<file path="src/rtl/vn_pkg.sv">
// shared constants for the vector norm block
`default_nettype none

package vn_pkg;

  localparam int unsigned FIELD_W = 32;
  localparam int unsigned LENGTH_W = 32;
  localparam int unsigned COMPONENT_BITS_DEF = 32;
  localparam int unsigned NUM_LANES = 3;

endpackage

`default_nettype wire

</file>
<file path="src/rtl/vn_lane.sv">
// one squaring lane: magnitude stage then exact square stage
`default_nettype none

module vn_lane #(
  parameter int unsigned COMPONENT_BITS = vn_pkg::COMPONENT_BITS_DEF
) (
  input  wire logic                            clk,
  input  wire logic                            adv,
  input  wire logic [vn_pkg::FIELD_W-1:0]      comp,
  output logic      [2*COMPONENT_BITS-1:0]     sq
);
  import vn_pkg::*;

  localparam int unsigned N = COMPONENT_BITS;

  logic [N-1:0] raw;
  logic [N-1:0] mag_next;
  logic [N-1:0] mag;

  assign raw = comp[N-1:0];
  // most negative value wraps to 2^(N-1), which is its true magnitude
  assign mag_next = raw[N-1] ? (~raw + N'(1)) : raw;

  always_ff @(posedge clk) begin
    if (adv) begin
      mag <= mag_next;
      sq  <= {{N{1'b0}}, mag} * {{N{1'b0}}, mag};
    end
  end

endmodule

`default_nettype wire

</file>
<file path="config.mk">
export PLATFORM = sky130hd
export DESIGN_NAME = vn_lane
export DESIGN_NICKNAME = d
export VERILOG_FILES = /design/src/rtl/vn_pkg.sv /design/src/rtl/vn_lane.sv
export SDC_FILE = /design/constraint.sdc
export NUM_CORES = 2
export LEC_CHECK = 0
export BUFFER_PORTS_ARGS = -buffer_cell sky130_fd_sc_hd__buf_2
export CAP_MARGIN = 20
export CORE_MARGIN = 2
export CORE_UTILIZATION = 50
export CTS_CLUSTER_DIAMETER = 120
export CTS_CLUSTER_SIZE = 12
export DETAILED_ROUTE_END_ITERATION = 7
export PLACE_DENSITY = 0.67
export SLEW_MARGIN = 40
export SYNTH_ARGS = -nofsm -noshare
export SYNTH_HDL_FRONTEND = slang
export SYNTH_SLANG_ARGS = --single-unit
</file>
<file path="constraint.sdc">
create_clock -name clk -period 13.3 [get_ports clk]
set_input_delay 0 -clock clk [delete_from_list [all_inputs] [get_ports clk]]
set_output_delay 0 -clock clk [all_outputs]
set_load 0.1 [all_outputs]
</file>
; ---- Word-level counts from Yosys, hierarchy flattened
; Cells that the tools add are included.
[op_classes]
n_addsub = 1
n_mul = 1
n_mux = 1
bitwise = 1
[ops]
columns = cell, count
row1 = $mul A32 B32 Y64, 1
row2 = $add A32 B1 Y32 const B, 1
row3 = $not A32 Y32, 1
row4 = $mux W31, 1
[totals]
reg_bits = 96

; ---- Logic depth before layout (Yosys ltp)
[depth]
word_depth = 3
ltp_mapped = 29
depth_no_buf = 26

; ---- Worst setup path before layout
; Ideal clock, no wire load.
[synth_timing]
path_type = register to register
from = reg mag[2]
to = reg sq[45], data pin
t_arrival_ps = 7323
required_ps = 13035
setup_slack_ps = 5712
stages_incl_launch_ff = 27
period_less_slack_ps = 7588
cell_sequence = edfxtp_1 clkbuf_1 buf_1 nand2_1 fa_1 inv_1 fa_1 inv_1 fa_1 fa_1 inv_1 fa_1 inv_1 fa_1 inv_1 fa_1 fa_1 ha_1 a21oi_1 o21ai_0 a2111oi_0 o32ai_1 a21oi_1 nand3_1 a21oi_1 o21ai_0 xor2_1
[synth_between]
elab_chain_cells = 1
[synth_rtl]
columns = item, line_no
row1 = "start, declared", vn_lane.sv:18  ; logic [N-1:0] mag;
row2 = "start signal, assigned", vn_lane.sv:26  ; mag <= mag_next;
row3 = $mul A32 B32 Y64, vn_lane.sv:27  ; sq <= {{N{1'b0}}, mag} * {{N{1'b0}}, mag};
row4 = "end signal, assigned", vn_lane.sv:27
row5 = "end, declared", vn_lane.sv:10  ; output logic [2*COMPONENT_BITS-1:0] sq
; No other way between the ends.
; A chain may end at the register's enable or synchronous reset.

; ---- Final worst setup path
[layout_timing]
from = reg mag[16]
to = reg sq[45], data pin
; Same word-level chain as after synthesis.

==> results.toml <==
[yosys]
netlist_area_um2 = 33100
synthArstFlopShare_pct = 0
syn_avg_cell_area_um2 = 9.68
synth_cells = 3422
synth.largest_area_cell = "fa_1"
synth_nets = 4550
ys.flop_type = "edfxtp_1"
synth-seq-cells = 95
yosys-top-cells-area = "fa_1, ha_1, inv_1"
yosysTopAreaCellShare_pct = 47.9
yosysUniqueCellTypes = 60
ys_warn_count = 0
synth_edf_count = 95
yosysSeqAreaShare_pct = 8.62

[setup_path]
slowest_delay_ns = 0.59
worstReg2RegStart = "mag[16]"
crit_family = "adder cells"
r2r_cells = 23
path_max_fanout = 26
worstPathArrival_ns = 8.90
cp-start-kind = "flop"
path_class = "reg2reg"
path_buf_inv = 4
rrSetupSlack_ns = 4.52
cp_slowest_cell = "a2111oi_0"
path_cells = "buf_4, clkinv_1, nor2_1, fa_1, fa_1, inv_1, fa_1, fa_1, fa_1, inv_1, fa_1, fa_1, fa_1, ha_1, a21oi_1, o21ai_0, a2111oi_0, o32ai_1, a21oi_1, nand3_1, a21oi_1, o21ai_0, xor2_1"
crit_path_frequent_cell = "fa_1"
endpoint_kind = "flop"
cp_data_required_time_ns = 13.42
r2r-end = "sq[45]"

[grt]
grt_first_pass_wirelength_um = 137000
grt_pass1_vias = 24600
grt_max_degree = 58
grt-ovfl-total = 0
antenna_found_initial = 1
grt_use_total_pct = 26.6

[clock_network]
postCtsSetupBuffers = 0
h-tree-depth = 3
cts_tree = "done"
clk-insertion-delay-late_ns = 0.40
cts_buffers = 9
clockBufferDepth = 2
path_clk_slew_ns = 0.09
cts.sinks = 95
clockRootBuffer = "clkbuf_16"

[hold_path]
hold_path.class = "in2reg"
hold_end = "mag[15]"
holdPathStages = 2
hp-start = "comp[15]"

[floorplan]
design.die.area_um2 = 68300
start_util_pct = 50.4
fp.dieW_um = 261
num_rows = 94
core_um2 = 65600
fp.dieH_um = 261
ios = 98

[detailed_routing]
routed_wl_um = 85900
drc = 0
post_drt_wl_per_cell_um = 19.9
vias_per_cell = 5.27
firstDrtPassIters = 5
via_count = 22800
drt_iter0_markers = 1646
antenna_left = 0

[sta]
setup_tns_ns = 0
setup_viol = 0
min_period_ns = 8.78
period_share_pct = 66.0
fin_skew_ns = 0.0246
hold_viol = 0
slew_headroom_pct = 56.1
fmax_mhz = 114
hold_ws_ns = 0.0148
worstMarginPinSlew_ns = 0.658
maxSlewViolCount = 0
rsz0062_at_grt = "no"

[layout]
final_util_pct = 53.3
drive_gt1_share_pct = 5.06
layout_commonest_cell = "inv_1"
multiInputGateArea_um2 = 26100
fillerInstances = 5932
synthToLayoutAreaGrowth_pct = 5.67
final_cell_mix = "inv_1, fa_1, nand2_1"
final_nets = 4582
seq_area_um2 = 2850

[placed_design]
gp_congestion = 0.938
portBuffers = 96
dpl.hpwl_um = 68100

[outcome]
status = "completed"

[flow_run]
drv_cap = 0
==> state kept, by name, indices dropped and copies added (netlist names) <==
signal / count
mag: 32
sq: 63
==> how the worst max path moves through the flow <==
stage                        end  startpoint  depth (start not counted)
after global routing      sq[45]     mag[16]                         23
after floorplan           sq[45]      mag[2]                         26
after detailed placement  sq[45]     mag[16]                         23
final                     sq[45]     mag[16]                         23
after global placement    sq[45]     mag[16]                         23
after CTS                 sq[45]     mag[16]                         23
==> repair_timing <==
action | CTS | global route
endpoints found under the hold margin | 27 | 0
setup endpoints to repair | 0 | 0
resized for setup | 0 | 0
hold buffers | 27 | 0
==> cell usage after synthesis (10+ instances only) <==
cell / instances
a21oi_1: 85
nand2b_1: 10
a21o_1: 34
a31o_2: 11
nand3_1: 19
edfxtp_1: 95
fa_1: 792
xnor2_1: 77
o21bai_1: 15
a31oi_1: 12
nand4_1: 23
nor2b_1: 16
clkbuf_1: 131
nand2_1: 305
o21ai_0: 51
or2_2: 10
and2_1: 232
xor2_1: 55
nor3_1: 10
inv_1: 964
nor2_1: 84
ha_1: 302
==> routing by layer <==
metal,wire (µm),global-route usage (%),vias up
met5,0,0,-
met4,3130,8.98,0
met3,6060,3.56,157
met2,42200,44.6,790
met1,34500,35.8,11700
li1,-,-,10200
==> cells by family (layout without fill, tap and decap cells) <==
| logic type | after synthesis | after routing | share of synthesized area [%] |
|---|---|---|---|
| buffers and inverters | 1101 | 1138 | 12.5 |
| adders and majority gates | 1094 | 1094 | 59.3 |
| AOI/OAI and AO/OA | 265 | 265 | 5.11 |
| other | 1 | 2 | 0.0113 |
| xor gates and xnor gates | 132 | 132 | 3.49 |
| and+or+nand+nor | 731 | 731 | 10.9 |
| DFF | 95 | 95 | 8.62 |
| muxes | 3 | 3 | 0.0945 |
==> through the flow <==
step,setup slack (ns),instances,cell area [µm²]
5_1_grt,4.17,4323,35000
6_report,4.52,4324,35000
3_3_place_gp,4.87,4279,34400
4_1_cts,4.61,4322,35000
2_1_floorplan,5.71,3422,33100
3_5_place_dp,4.64,4279,34400
==> cell type report <==
class | instances | area share (%)
Antenna cell | 1 | 0.00715
Clock buffer | 9 | 0.644
Clock inverter | 7 | 0.182
Inverter | 965 | 10.4
Multi-Input combinational cell | 2226 | 74.7
Sequential cell | 95 | 8.15
Tap cell | 864 | 3.09
Timing Repair Buffer | 157 | 2.92
Power is not shown: default switching activity piles up to over one toggle a cycle in this logic, so the estimate is an artifact.
