===== src/rtl/vn_pkg.sv =====
// shared constants for the vector norm block
`default_nettype none

package vn_pkg;

  localparam int unsigned FIELD_W = 32;
  localparam int unsigned LENGTH_W = 32;
  localparam int unsigned COMPONENT_BITS_DEF = 32;
  localparam int unsigned NUM_LANES = 3;

endpackage

`default_nettype wire


===== src/rtl/vn_merge.sv =====
// merging stage: sum of the three lane squares
`default_nettype none

module vn_merge #(
  parameter int unsigned COMPONENT_BITS = vn_pkg::COMPONENT_BITS_DEF
) (
  input  wire logic                          clk,
  input  wire logic                          rst,
  input  wire logic                          adv,
  input  wire logic                          in_valid,
  input  wire logic [2*COMPONENT_BITS-1:0]   sq_x,
  input  wire logic [2*COMPONENT_BITS-1:0]   sq_y,
  input  wire logic [2*COMPONENT_BITS-1:0]   sq_z,
  output logic                               sum_valid,
  output logic      [2*COMPONENT_BITS-1:0]   sum
);
  import vn_pkg::*;

  localparam int unsigned SUM_W = 2 * COMPONENT_BITS;
  localparam logic [SUM_W-1:0] SUM_LIMIT = {2'b11, {(SUM_W-2){1'b0}}};

  always_ff @(posedge clk) begin
    if (rst) begin
      sum_valid <= 1'b0;
    end else if (adv) begin
      sum_valid <= in_valid;
    end
  end

  // three squares of at most 2^(2N-2) never carry out of 2N bits
  always_ff @(posedge clk) begin
    if (adv) begin
      sum <= sq_x + sq_y + sq_z;
    end
  end

  a_sum_bound: assert property (@(posedge clk) disable iff (rst)
    sum_valid |-> (sum <= SUM_LIMIT))
    else $error("summed squares exceed three times the largest square");

  a_hold: assert property (@(posedge clk) disable iff (rst)
    !adv |=> $stable(sum_valid))
    else $error("merge valid moved during a stall");

endmodule

`default_nettype wire


===== config.mk =====
export PLATFORM = sky130hd
export DESIGN_NAME = vn_merge
export DESIGN_NICKNAME = d
export VERILOG_FILES = /design/src/rtl/vn_pkg.sv /design/src/rtl/vn_merge.sv
export SDC_FILE = /design/constraint.sdc
export NUM_CORES = 1
export LEC_CHECK = 0
export ABC_CLOCK_PERIOD_IN_PS = 6500
export BUFFER_PORTS_ARGS = -buffer_cell sky130_fd_sc_hd__buf_2
export CAP_MARGIN = 5
export CELL_PAD_IN_SITES_DETAIL_PLACEMENT = 0
export CELL_PAD_IN_SITES_GLOBAL_PLACEMENT = 1
export CORE_ASPECT_RATIO = 1.4
export CORE_MARGIN = 2
export CORE_UTILIZATION = 41
export DETAILED_ROUTE_END_ITERATION = 8
export PLACE_DENSITY = 0.95
export SETUP_SLACK_MARGIN = 0.4
export SLEW_MARGIN = 20
export SYNTH_ARGS = -nofsm -noshare
export SYNTH_HDL_FRONTEND = slang
export SYNTH_SLANG_ARGS = --single-unit

===== constraint.sdc =====
create_clock -name clk -period 6.5 [get_ports clk]
set_input_delay 0.65 -clock clk [delete_from_list [all_inputs] [get_ports clk]]
set_output_delay 0.65 -clock clk [all_outputs]
set_load 0.01 [all_outputs]

# Yosys cells after proc, flatten, opt, wreduce, memory -nomap -nowiden
# Cells that the tools add are included.
# totals
mem_bits_ro	0
output_inout_bits	65
n_memories	0
mem_bits_rw	0
wordCells	4
latchBits	0
register_bits	65
inputBits	196
# op_classes
div	0
eq_ne	0
multipliers	0
n_lt_le_gt_ge	0
addsub	2
shifts	0
bitwise_logic	0
muxes	0
reduce_logical	0
# op_table
cell	count
adder 64 bit	2

# Logic depth before layout (Yosys ltp)
# depth
ltp_word	2
ltp_mapped	14

# Worst setup path before layout
# No wires, ideal clock.
# synth_timing
kind	input to register
from	input sq_x[1]
to	register sum[43], data pin
setup_ns	0.258
required_time_ns	6.242
path_buffers	0
setup_slack_ns	2.813
cell_stages	12
t_arrival_ns	3.430
path_cell_list	fa_1 ha_1 fa_1 a211oi_1 o211ai_1 a21o_1 and4_1 o311ai_0 nand3b_1 a21oi_1 o21bai_1 xnor2_1
# synth_via
elab_chain_cells	2
# synth_rtl
item	line	rtl
start, declared	vn_merge.sv:11	input wire logic [2*COMPONENT_BITS-1:0] sq_x,
adder 64 bit (2 in a row)	vn_merge.sv:33	sum <= sq_x + sq_y + sq_z;
end signal, assigned	vn_merge.sv:33	
end, declared	vn_merge.sv:15	output logic [2*COMPONENT_BITS-1:0] sum
# Every way passes these cells.
# A chain may end at the register's enable or synchronous reset.

# Final worst setup path
# layout_timing
from	input sq_x[4]
to	register sum[62], data pin
# The elaborated chain is that of the path after synthesis.

==> out/qor.yml <==
timing:
  whs_ps: 458
  period_minus_slack_ps: 4220
  relSlewSlack: 0.378
  min_period_over_period: 0.649
  finalHoldViolCount: 0
  drv_slew: 0
  fin_setup_tns_ps: 0
  setup_viol: 0
  clock_skew_ps: 0
  tightest_slew_ps: 933
  max_clock_freq_mhz: 237
  rsz0062_at_grt: "no"
layout:
  n_fill_cell: 1588
  seq_area_um2: 1940
  drive_gt1_frac: 0.304
  final_cells: 1142
  final_common_cell: "buf_2"
  layout_common_cells: "buf_2 (260), a21oi_1 (75), fa_1 (64), edfxtp_1 (64), ha_1 (62)"
  final_nets: 1256
  n_antenna_cell: 0
  area_delta_synth_final_pct: 25.8
  multi_input_area_um2: 4820
detailed_routing:
  drt_iter0_markers: 340
  wl_um: 20000
  drtAntennaViolNets: 0
  wl_per_cell_um: 17.5
  vias: 6406
  drc_errors: 0
  vias_per_cell: 5.61
  firstDrtPassIters: 5
grt:
  grt_util_all_layers: 0.219
  overflow: 0
  grt_start_max_net_pins: 66
  grt_pass1_wl_um: 31000
  antenna_found_initial: 0
  grt_pass1_vias: 6627
setup_path:
  crit_fanout: 5
  end_kind: "flip-flop"
  reg2reg_from: "sum_valid"
  critPathKind: "input pin to flip-flop"
  crit_path_start_kind: "input pin"
  required_ps: 6590
  worstPathArrival_ps: 4310
  cp_slowest_stage_delay_ps: 500
  crit_path_start: "sq_x[4]"
  crit_path_frequent_cell: "o21ai_1"
  critical_path.slowest_cell: "fa_1"
  worstPathCellList: "buf_2 -> fa_1 -> ha_1 -> o211ai_1 -> o21ai_1 -> o2111ai_1 -> o221ai_1 -> a41oi_1 -> o21ai_1 -> a41oi_2 -> o311a_1"
power_and_ir_drop:
  irDropWorstVdd_uv: 137
  p_sw_frac: 0.388
  comb_power_share: 0.503
  power_switching_w: 0.000979
  p_seq_frac: 0.271
  p_leak_nw: 3.89
  powerDensity_nw_per_um2: 288
  clockPowerShare: 0.226
  internal_power_w: 0.00154
hold_path:
  hp-start: "rst"
  hold_path_class: "input pin to flip-flop"
yosys:
  synthFlopType: "edfxtp_1"
  ys_ff_latch: 65
  synth-edff-count: 64
  yosysSeqAreaShare: 0.279
  synth.distinct_cells: 60
  synthesis.area_um2: 6950
  syn_nets: 1008
  syn-instance-count: 686
  async_reset_ff_frac: 0
  synth_warnings: 0
  syn_area_per_cell_um2: 10.1
clock_tree:
  cts-root-buf: "clkbuf_16"
  cts_max_level: 3
  cts_resized: 0
  cts_buffer_depth: 2
  postCtsSetupBuffers: 0
  cts_num_sinks: 65
  cts_tree: "built"
  clock_latency_ps: 340
  cts_made_buffers: 9
  hold_buffers: 0
  clk_pin_slew_ps: 60
floorplanning:
  die_area_um2: 18000
  die_h_um: 158
  core_area_um2: 16700
  io_pins: 261
  rows: 56
  die_w_um: 114
  start_util: 0.417
outcome:
  status: "finished clean"
placement:
  gp_congestion: 0.876
  placement.io_buffers: 260
  place_inst: 1126
  dp_hpwl_um: 16800
run:
  max_cap_viol_count: 0
[registers in the layout, summed over array words and instances (netlist names)]
register   count
sum           64
sum_valid      1
[logic make-up (layout without fill, tap and decap cells)]
group | after synthesis | in the layout | synth area share
adders and majority gates | 126 | 126 | 0.296
muxes | 2 | 2 | 0.00288
xor gates and xnor gates | 62 | 62 | 0.0781
DFF | 65 | 65 | 0.279
and+or+nand+nor | 165 | 165 | 0.113
AOI/OAI and AO/OA | 222 | 222 | 0.205
buffers and inverters | 44 | 297 | 0.0263
[per-stage QoR]
step	power (W)	area [um2]	worst slack, ps	utilization
global route	0.00268	8740	2240	0.524
global placement	0.00193	8400	2050	0.504
finish	0.00252	8740	2280	0.524
CTS	0.00252	8740	2350	0.524
floorplan	0.00151	6950	2810	-
detailed placement	0.00195	8400	1980	0.504
[worst max-delay path: cells and delay by family]
family | cells | cell delay [ps]
buffers and inverters | 1 | 110
AO/OA/AOI/OAI | 8 | 2670
adder cells (fa/ha/maj) | 2 | 870
[power by group through the flow]
stage | clock, W | sequential, W | combinational [W]
finish | 0.000570 | 0.000683 | 0.00127
global route | 0.000589 | 0.000696 | 0.00140
CTS | 0.000572 | 0.000684 | 0.00127
detailed placement | 0 | 0.000690 | 0.00126
global placement | 0 | 0.000686 | 0.00125
floorplan | 0 | 0.000758 | 0.000755
[cell type report]
type | instances | share of cell area
clock buffers | 10 | 0.0262
inverters | 20 | 0.00859
clock inverters | 6 | 0.0123
flip-flops and latches | 65 | 0.222
well taps | 203 | 0.0291
multi-input cells | 577 | 0.552
repair buffers | 261 | 0.150
[worst paths after layout]
check / end / slack (ps) / cells after the start
worst min-delay path: sum_valid / 460 / 2
worst min register to register: sum_valid / 490 / 2
worst max-delay path: sum[62] / 2280 / 11
worst max register to register: sum_valid / 5910 / 2
[layer usage]
layer / vias up / track usage / wire [um]
met5: - / 0 / 0
met2: 283 / 0.433 / 11000
met3: 54 / 0.0306 / 1190
met1: 3019 / 0.223 / 7050
li1: 3050 / - / -
met4: 0 / 0.102 / 747
[synth_stat cells, drive strengths merged, types with 3 or more instances]
| master | count | area (um2) |
|---|---|---|
| a211oi | 6 | 45.0 |
| a21boi | 6 | 45.0 |
| a21o | 24 | 180 |
| a21oi | 75 | 375 |
| a31oi | 11 | 68.8 |
| and3 | 4 | 25.0 |
| and4 | 5 | 43.8 |
| buf | 6 | 40.0 |
| clkbuf | 18 | 67.6 |
| edfxtp | 64 | 1920 |
| fa | 64 | 1280 |
| ha | 62 | 776 |
| inv | 20 | 75.1 |
| nand2 | 60 | 225 |
| nand3 | 13 | 70.1 |
| nand4 | 21 | 131 |
| nor2 | 36 | 135 |
| nor2b | 3 | 18.8 |
| nor3 | 12 | 60.1 |
| o211ai | 6 | 45.0 |
| o21a | 6 | 45.0 |
| o21ai | 42 | 210 |
| o21bai | 13 | 97.6 |
| o221ai | 4 | 35.0 |
| o31ai | 4 | 30.0 |
| xnor2 | 36 | 315 |
| xor2 | 26 | 228 |
No activity file was read; power rests on OpenSTA's default activity.
