<file path="src/rtl/vn_pkg.sv">
// shared constants for the vector norm block
`default_nettype none

package vn_pkg;

  localparam int unsigned FIELD_W = 32;
  localparam int unsigned LENGTH_W = 32;
  localparam int unsigned COMPONENT_BITS_DEF = 32;
  localparam int unsigned NUM_LANES = 3;

endpackage

`default_nettype wire

</file>
<file path="src/rtl/vn_root.sv">
// pipelined digit-by-digit square root, one bit pair per stage
`default_nettype none

module vn_root #(
  parameter int unsigned COMPONENT_BITS = vn_pkg::COMPONENT_BITS_DEF
) (
  input  wire logic                          clk,
  input  wire logic                          rst,
  input  wire logic                          adv,
  input  wire logic                          in_valid,
  input  wire logic [2*COMPONENT_BITS-1:0]   value,
  output logic                               out_valid,
  output logic      [COMPONENT_BITS-1:0]     root
);
  import vn_pkg::*;

  localparam int unsigned N = COMPONENT_BITS;
  localparam int unsigned W = 2 * COMPONENT_BITS;

  logic [W-1:0] rem [0:N-1];
  logic [W-1:0] rt  [0:N];
  logic         vld [0:N];

  assign rem[0] = value;
  assign rt[0]  = '0;
  assign vld[0] = in_valid;

  for (genvar k = 0; k < N; k++) begin : g_stage
    localparam logic [W-1:0] BIT = W'(1) << (W - 2 - 2 * k);

    logic [W-1:0] trial;
    logic         take;

    assign trial = rt[k] + BIT;
    assign take  = (rem[k] >= trial);

    always_ff @(posedge clk) begin
      if (rst) begin
        vld[k+1] <= 1'b0;
      end else if (adv) begin
        vld[k+1] <= vld[k];
      end
    end

    always_ff @(posedge clk) begin
      if (adv) begin
        rt[k+1] <= take ? ((rt[k] >> 1) + BIT) : (rt[k] >> 1);
      end
    end

    if (k < N - 1) begin : g_rem
      always_ff @(posedge clk) begin
        if (adv) begin
          rem[k+1] <= take ? (rem[k] - trial) : rem[k];
        end
      end
    end
  end

  assign out_valid = vld[N];
  assign root      = rt[N][N-1:0];

  a_root_fits: assert property (@(posedge clk) disable iff (rst)
    out_valid |-> (rt[N][W-1:N] == '0))
    else $error("root wider than a component");

  a_stall: assert property (@(posedge clk) disable iff (rst)
    !adv |=> $stable(out_valid))
    else $error("root pipeline moved during a stall");

endmodule

`default_nettype wire

</file>
<file path="config.mk">
export PLATFORM = sky130hd
export DESIGN_NAME = vn_root
export DESIGN_NICKNAME = d
export VERILOG_FILES = /design/src/rtl/vn_pkg.sv /design/src/rtl/vn_root.sv
export SDC_FILE = /design/constraint.sdc
export NUM_CORES = 2
export LEC_CHECK = 0
export ABC_AREA = 0
export BUFFER_PORTS_ARGS = -buffer_cell sky130_fd_sc_hd__buf_2
export CAP_MARGIN = 10
export CORE_MARGIN = 5
export CORE_UTILIZATION = 65
export CTS_CLUSTER_SIZE = 20
export DETAILED_ROUTE_END_ITERATION = 10
export PLACE_DENSITY = 0.88
export SYNTH_ARGS = -nofsm -noshare
export SYNTH_HDL_FRONTEND = slang
export SYNTH_SLANG_ARGS = --single-unit
</file>
<file path="constraint.sdc">
create_clock -name clk -period 8.5 [get_ports clk]
set_clock_uncertainty 0.15 [all_clocks]
set_input_delay 0.85 -clock clk [delete_from_list [all_inputs] [get_ports clk]]
set_output_delay 0.85 -clock clk [all_outputs]
set_load 0.01 [all_outputs]
</file>
-- Yosys cells after proc, flatten, opt, wreduce, memory -nomap -nowiden
Cells that the tools add are included.
- bits in registers: 4032
- bits of input ports: 68
- output and inout bits: 33
- logic and storage cells: 313
- multiplexer cells: 63
- add/sub/neg operators: 93
- $lt $le $gt $ge: 32
- operator list (operator ; count):
    64-bit greater-or-equal comparator ; 31
    64-bit 2-to-1 mux ; 31
    63-bit 2-to-1 mux ; 31
    64-bit subtractor ; 30
    63-bit by 11-bit adder with 64-bit output (second input constant) ; 1
    63-bit by 13-bit adder with 64-bit output (second input constant) ; 1
    63-bit by 15-bit adder with 64-bit output (second input constant) ; 1
    63-bit by 17-bit adder with 64-bit output (second input constant) ; 1
    63-bit by 19-bit adder with 64-bit output (second input constant) ; 1
    63-bit by 21-bit adder with 64-bit output (second input constant) ; 1
    63-bit by 23-bit adder with 64-bit output (second input constant) ; 1
    63-bit by 25-bit adder with 64-bit output (second input constant) ; 1
    63-bit by 27-bit adder with 64-bit output (second input constant) ; 1
    63-bit by 29-bit adder with 64-bit output (second input constant) ; 1
    63-bit by 3-bit adder with 64-bit output (second input constant) ; 1
    63-bit by 31-bit adder with 64-bit output (second input constant) ; 1
    63-bit by 33-bit adder with 64-bit output (second input constant) ; 1
    63-bit by 35-bit adder with 64-bit output (second input constant) ; 1
    63-bit by 37-bit adder with 64-bit output (second input constant) ; 1
    63-bit by 39-bit adder with 64-bit output (second input constant) ; 1
    63-bit by 41-bit adder with 64-bit output (second input constant) ; 1
    63-bit by 43-bit adder with 64-bit output (second input constant) ; 1
    63-bit by 45-bit adder with 64-bit output (second input constant) ; 1
    63-bit by 47-bit adder with 64-bit output (second input constant) ; 1
    other kinds (45) ; 45

-- Longest topological paths before layout
- depth in word-level cells: 3
- depth in mapped cells: 14
- mapped depth without buffers: 12

-- Least setup slack after synthesis
OpenSTA, ideal clock, no wires.
- path kind: register to register
- start: register rem[475] (netlist name)
- end: register rem[445] (netlist name) (data pin)
- data arrival time: 3.148 ns
- cell stages (with the launch flop): 13
- period minus slack after synthesis: 3.569 ns
- buffers on the path: 2
- library setup time: 0.271 ns
- slack: 4.931 ns
- cells stage by stage: edfxtp_1 ha_1 clkbuf_1 nand4_1 nor4bb_1 a211oi_1 o21ai_1 o221a_2 nor4_1 or4b_2 clkbuf_1 nor4_1 xor2_1
- longest elaborated chain between the ends: 2
- elaborated cells between the ends (all ways): 3
- those cells by class: 1 x add/sub; 1 x order compare; 1 x mux
- ends and longest elaborated chain (item ; line ; text):
    start, declared ; vn_root.sv:20 ; logic [W-1:0] rem [0:N-1];
    start signal, assigned by index ; vn_root.sv:54 ; rem[k+1] <= take ? (rem[k] - trial) : rem[k];
    64-bit subtractor or 64-bit greater-or-equal comparator (tied branches) ; vn_root.sv:54, vn_root.sv:35 ;
    64-bit 2-to-1 mux (*) ; vn_root.sv:54 ;
Mark *: on every way between the ends. The rest lies on a longest branch, timed or not.
A chain may end at the register's enable or synchronous reset.

-- Final worst setup path
- start: register rem[201] (netlist name)
- end: register rem[184] (netlist name) (data pin)
The elaborated chain is that of the path after synthesis.

==> flow_summary.json <==
{
  "status": "finished clean",
  "yosys_most_used_dff": "edfxtp_1",
  "dieHeight_um": 444.0,
  "yosys.cell_count.top_type": "edfxtp_1",
  "relSlewSlack_pct": 14.67,
  "ys_ff_latch": 2544,
  "io_pins": 101,
  "ys_seq_area_share_pct": 62.12,
  "layout-drive-gt1-share_pct": 6.526,
  "synthSimpleGateAreaFrac_pct": 12.55,
  "drt_iter0_drc": 11384,
  "h-tree-depth": 5,
  "grt_pass1_wl_um": 492700,
  "crit_path_max_incr_delay_ns": 0.62,
  "hold-path-cell-count": 3,
  "clk_pin_slew_ns": 0.06,
  "holdPathEnd": "vld[31]$_SDFFE_PP0P_",
  "synthArstFlopShare_pct": 0,
  "grt_max_degree": 223,
  "cts_buffers": 274,
  "crit_slowest_cell": "or4b_2",
  "synth_compound_gate_area_share_pct": 9.618,
  "timing.rr.end": "rem[184]$_DFFE_PP_",
  "setup_viol": 0,
  "cts-root-buf": "clkbuf_16",
  "worstReg2RegStart": "rem[201]$_DFFE_PP_",
  "power_leakage_uw": 0.05081,
  "gp_congestion": 1.003,
  "rsz0062_at_grt": "no",
  "dp_cells": 12298,
  "vias": 84817,
  "yosysTopAreaCellShare_pct": 61.60,
  "final_nets": 10772,
  "yosysUniqueCellTypes": 93,
  "synth.avg_cell_area_um2": 12.41,
  "initial_core_util_pct": 65.27,
  "total_power_uw": 37260,
  "die-area_mm2": 0.1972,
  "clock.fmax_mhz": 200.3,
  "synthesis.area_mm2": 0.1225,
  "holdCritStartpoint": "in_valid",
  "row_count": 159,
  "ys_warn_count": 0,
  "holdBufCountCts": 62,
  "max_cap_viol_count": 0,
  "crit_type": "register to register",
  "antenna_cells": 0,
  "fin_cells": 12808,
  "powerDensity_mw_per_mm2": 275.7,
  "wirelength_um": 328300,
  "dpl.hpwl_um": 226600,
  "setup_tns_ns": 0,
  "hp-class": "input pin to register",
  "grt_pass1_vias": 81671,
  "cp_max_fo": 60,
  "wire_per_inst_um": 25.64,
  "cts_tree": "done",
  "fill_cells": 11652,
  "clockBufferDepth": 4,
  "overflow": 0,
  "seq_area_mm2": 0.07607,
  "synth_xor_area_share_pct": 6.280,
  "core_area_mm2": 0.1876,
  "r2r_slack_ns": 3.51,
  "synth_nets": 10490,
  "irDropWorstVdd_uv": 228.1,
  "yosys.area.top_type": "edfxtp_1",
  "tightestPinTransition_ns": 1.280,
  "grt_antenna_before_repair": 11,
  "cpLargestDelayFamily": "simple AND/OR/NAND/NOR gates",
  "start_kind": "register",
  "path_cells": "ha_1 -> or4b_2 -> nor4b_1 -> nand4_1 -> o31ai_1 -> a2111oi_0 -> o21ai_4 -> buf_4 -> nor2b_1 -> buf_4 -> nand4_1 -> xnor2_1",
  "synth_area_leaders": "edfxtp_1 62%, ha_1 5.7%, xnor2_1 3.4%",
  "synthAdderAreaFrac_pct": 5.701,
  "io_buffers": 100,
  "netlist_instances": 9864,
  "clock_latency_ns": 0.97,
  "post-route-min-period_ns": 4.993,
  "multi_input_area_mm2": 0.04303,
  "postCtsResizedCells": 0,
  "groute.usage.overall_pct": 32.34,
  "synth_edf_count": 2512,
  "area_growth_pct": 10.37,
  "dieWidth_um": 444.0,
  "cts_sinks": 2544,
  "yosys-top-cells-count": "2512 x edfxtp_1, 703 x inv_1, 678 x nor2_1, 650 x a21oi_1, 616 x nand2_1",
  "postRouteAntennaNets": 0,
  "ff2ff_path_depth": 12,
  "muxShareOfSynthArea_pct": 0.9063,
  "hold_viol_final": 0,
  "layout_worst_path_cycle_share_pct": 58.74,
  "drc": 0,
  "postCtsSetupRepairBufs": 0,
  "required_ns": 8.99,
  "synth_top_family_by_area": "simple AND/OR/NAND/NOR gates",
  "critPathArrivalTime_ns": 5.49,
  "cp_num_buf_inv": 2,
  "worstSetupEndpointType": "register",
  "maxSlewViolCount": 0,
  "first_pass_iters": 9,
  "vias_per_cell": 6.622
}
-- state kept, by name, summed over array words and instances, names as in the netlist --
| signal | flops |
|---|---|
| out_valid | 1 |
| rt | 496 |
| root | 32 |
| rem | 1984 |
| vld | 31 |
-- per-layer routing --
| layer | up-vias | GRT usage (%) | wire length (µm) |
|---|---|---|---|
| met1 | 40653 | 41.35 | 120300 |
| met4 | 14 | 15.65 | 19920 |
| met5 | - | 0 | 90 |
| met3 | 1239 | 6.058 | 31000 |
| met2 | 5393 | 53.68 | 157100 |
| li1 | 37518 | - | - |
-- report_power, final --
part | internal (µW) | total (µW) | switching (µW)
Sequential | 15900 | 17400 | 1490
Combinational | 3190 | 8070 | 4880
Clock | 6900 | 11800 | 4900
Total | 26000 | 37300 | 11300
-- placed cells by master (no fill, tap or decap), types with 64 or more instances in the layout --
master and n:
o21ai_0 454, xor2_1 398, buf_2 99, nor2_1 677
clkbuf_16 279, nand2b_1 129, or4_1 64, nor4_1 334
a21o_1 209, edfxtp_1 2512, o21a_1 105, inv_1 703
or3_1 105, nand2_1 615, a21oi_1 650, nand4_1 180
nand3_1 144, xnor2_1 480, ha_1 558, nor3_1 282
nor2b_1 71
-- per-stage QoR --
stage	hold WS, ns	utilization [%]	area (µm²)	setup slack [ns]
4_1_cts	0.02047	72.01	135100	3.079
5_1_grt	0.08380	72.04	135200	3.317
3_3_place_gp	0.2791	67.12	125900	3.259
6_report	0.06847	72.04	135200	3.507
2_1_floorplan	0.2666	-	122500	4.931
3_5_place_dp	0.2758	67.12	125900	3.181
-- cell families after synthesis --
| group | count (synthesis) |
|---|---|
| AOI/OAI and AO/OA | 1904 |
| xor gates and xnor gates | 878 |
| adders and majority gates | 558 |
| buffers and inverters | 917 |
| DFF | 2544 |
| muxes | 103 |
| and+or+nand+nor | 2960 |
-- cell type report --
| cell class | count | share of cell area (%) |
|---|---|---|
| sequential | 2544 | 56.29 |
| multi-input combinational | 6403 | 31.83 |
| clock buffer | 315 | 5.266 |
| tap | 2495 | 2.310 |
| inverter | 707 | 1.964 |
| timing repair buffer | 216 | 1.281 |
| clock inverter | 128 | 1.059 |
-- worst max path at each step --
stage / startpoint / endpoint / slack (ns) / cells after the start
after floorplan: rem[475]$_DFFE_PP_ / rem[445]$_DFFE_PP_ / 4.93 / 12
after global placement: rem[201]$_DFFE_PP_ / rem[191]$_DFFE_PP_ / 3.26 / 11
after detailed placement: rem[201]$_DFFE_PP_ / rem[187]$_DFFE_PP_ / 3.18 / 11
after CTS: rem[201]$_DFFE_PP_ / rem[187]$_DFFE_PP_ / 3.08 / 11
after global routing: rem[201]$_DFFE_PP_ / rem[178]$_DFFE_PP_ / 3.32 / 12
final: rem[201]$_DFFE_PP_ / rem[184]$_DFFE_PP_ / 3.51 / 12
-- tightest hold or removal path, stage by stage --
cell	delay (ns)
buf_2	0.08
mux2i_1	0.06
nor2_1	0.08
No activity file was read; power rests on OpenSTA's default activity.
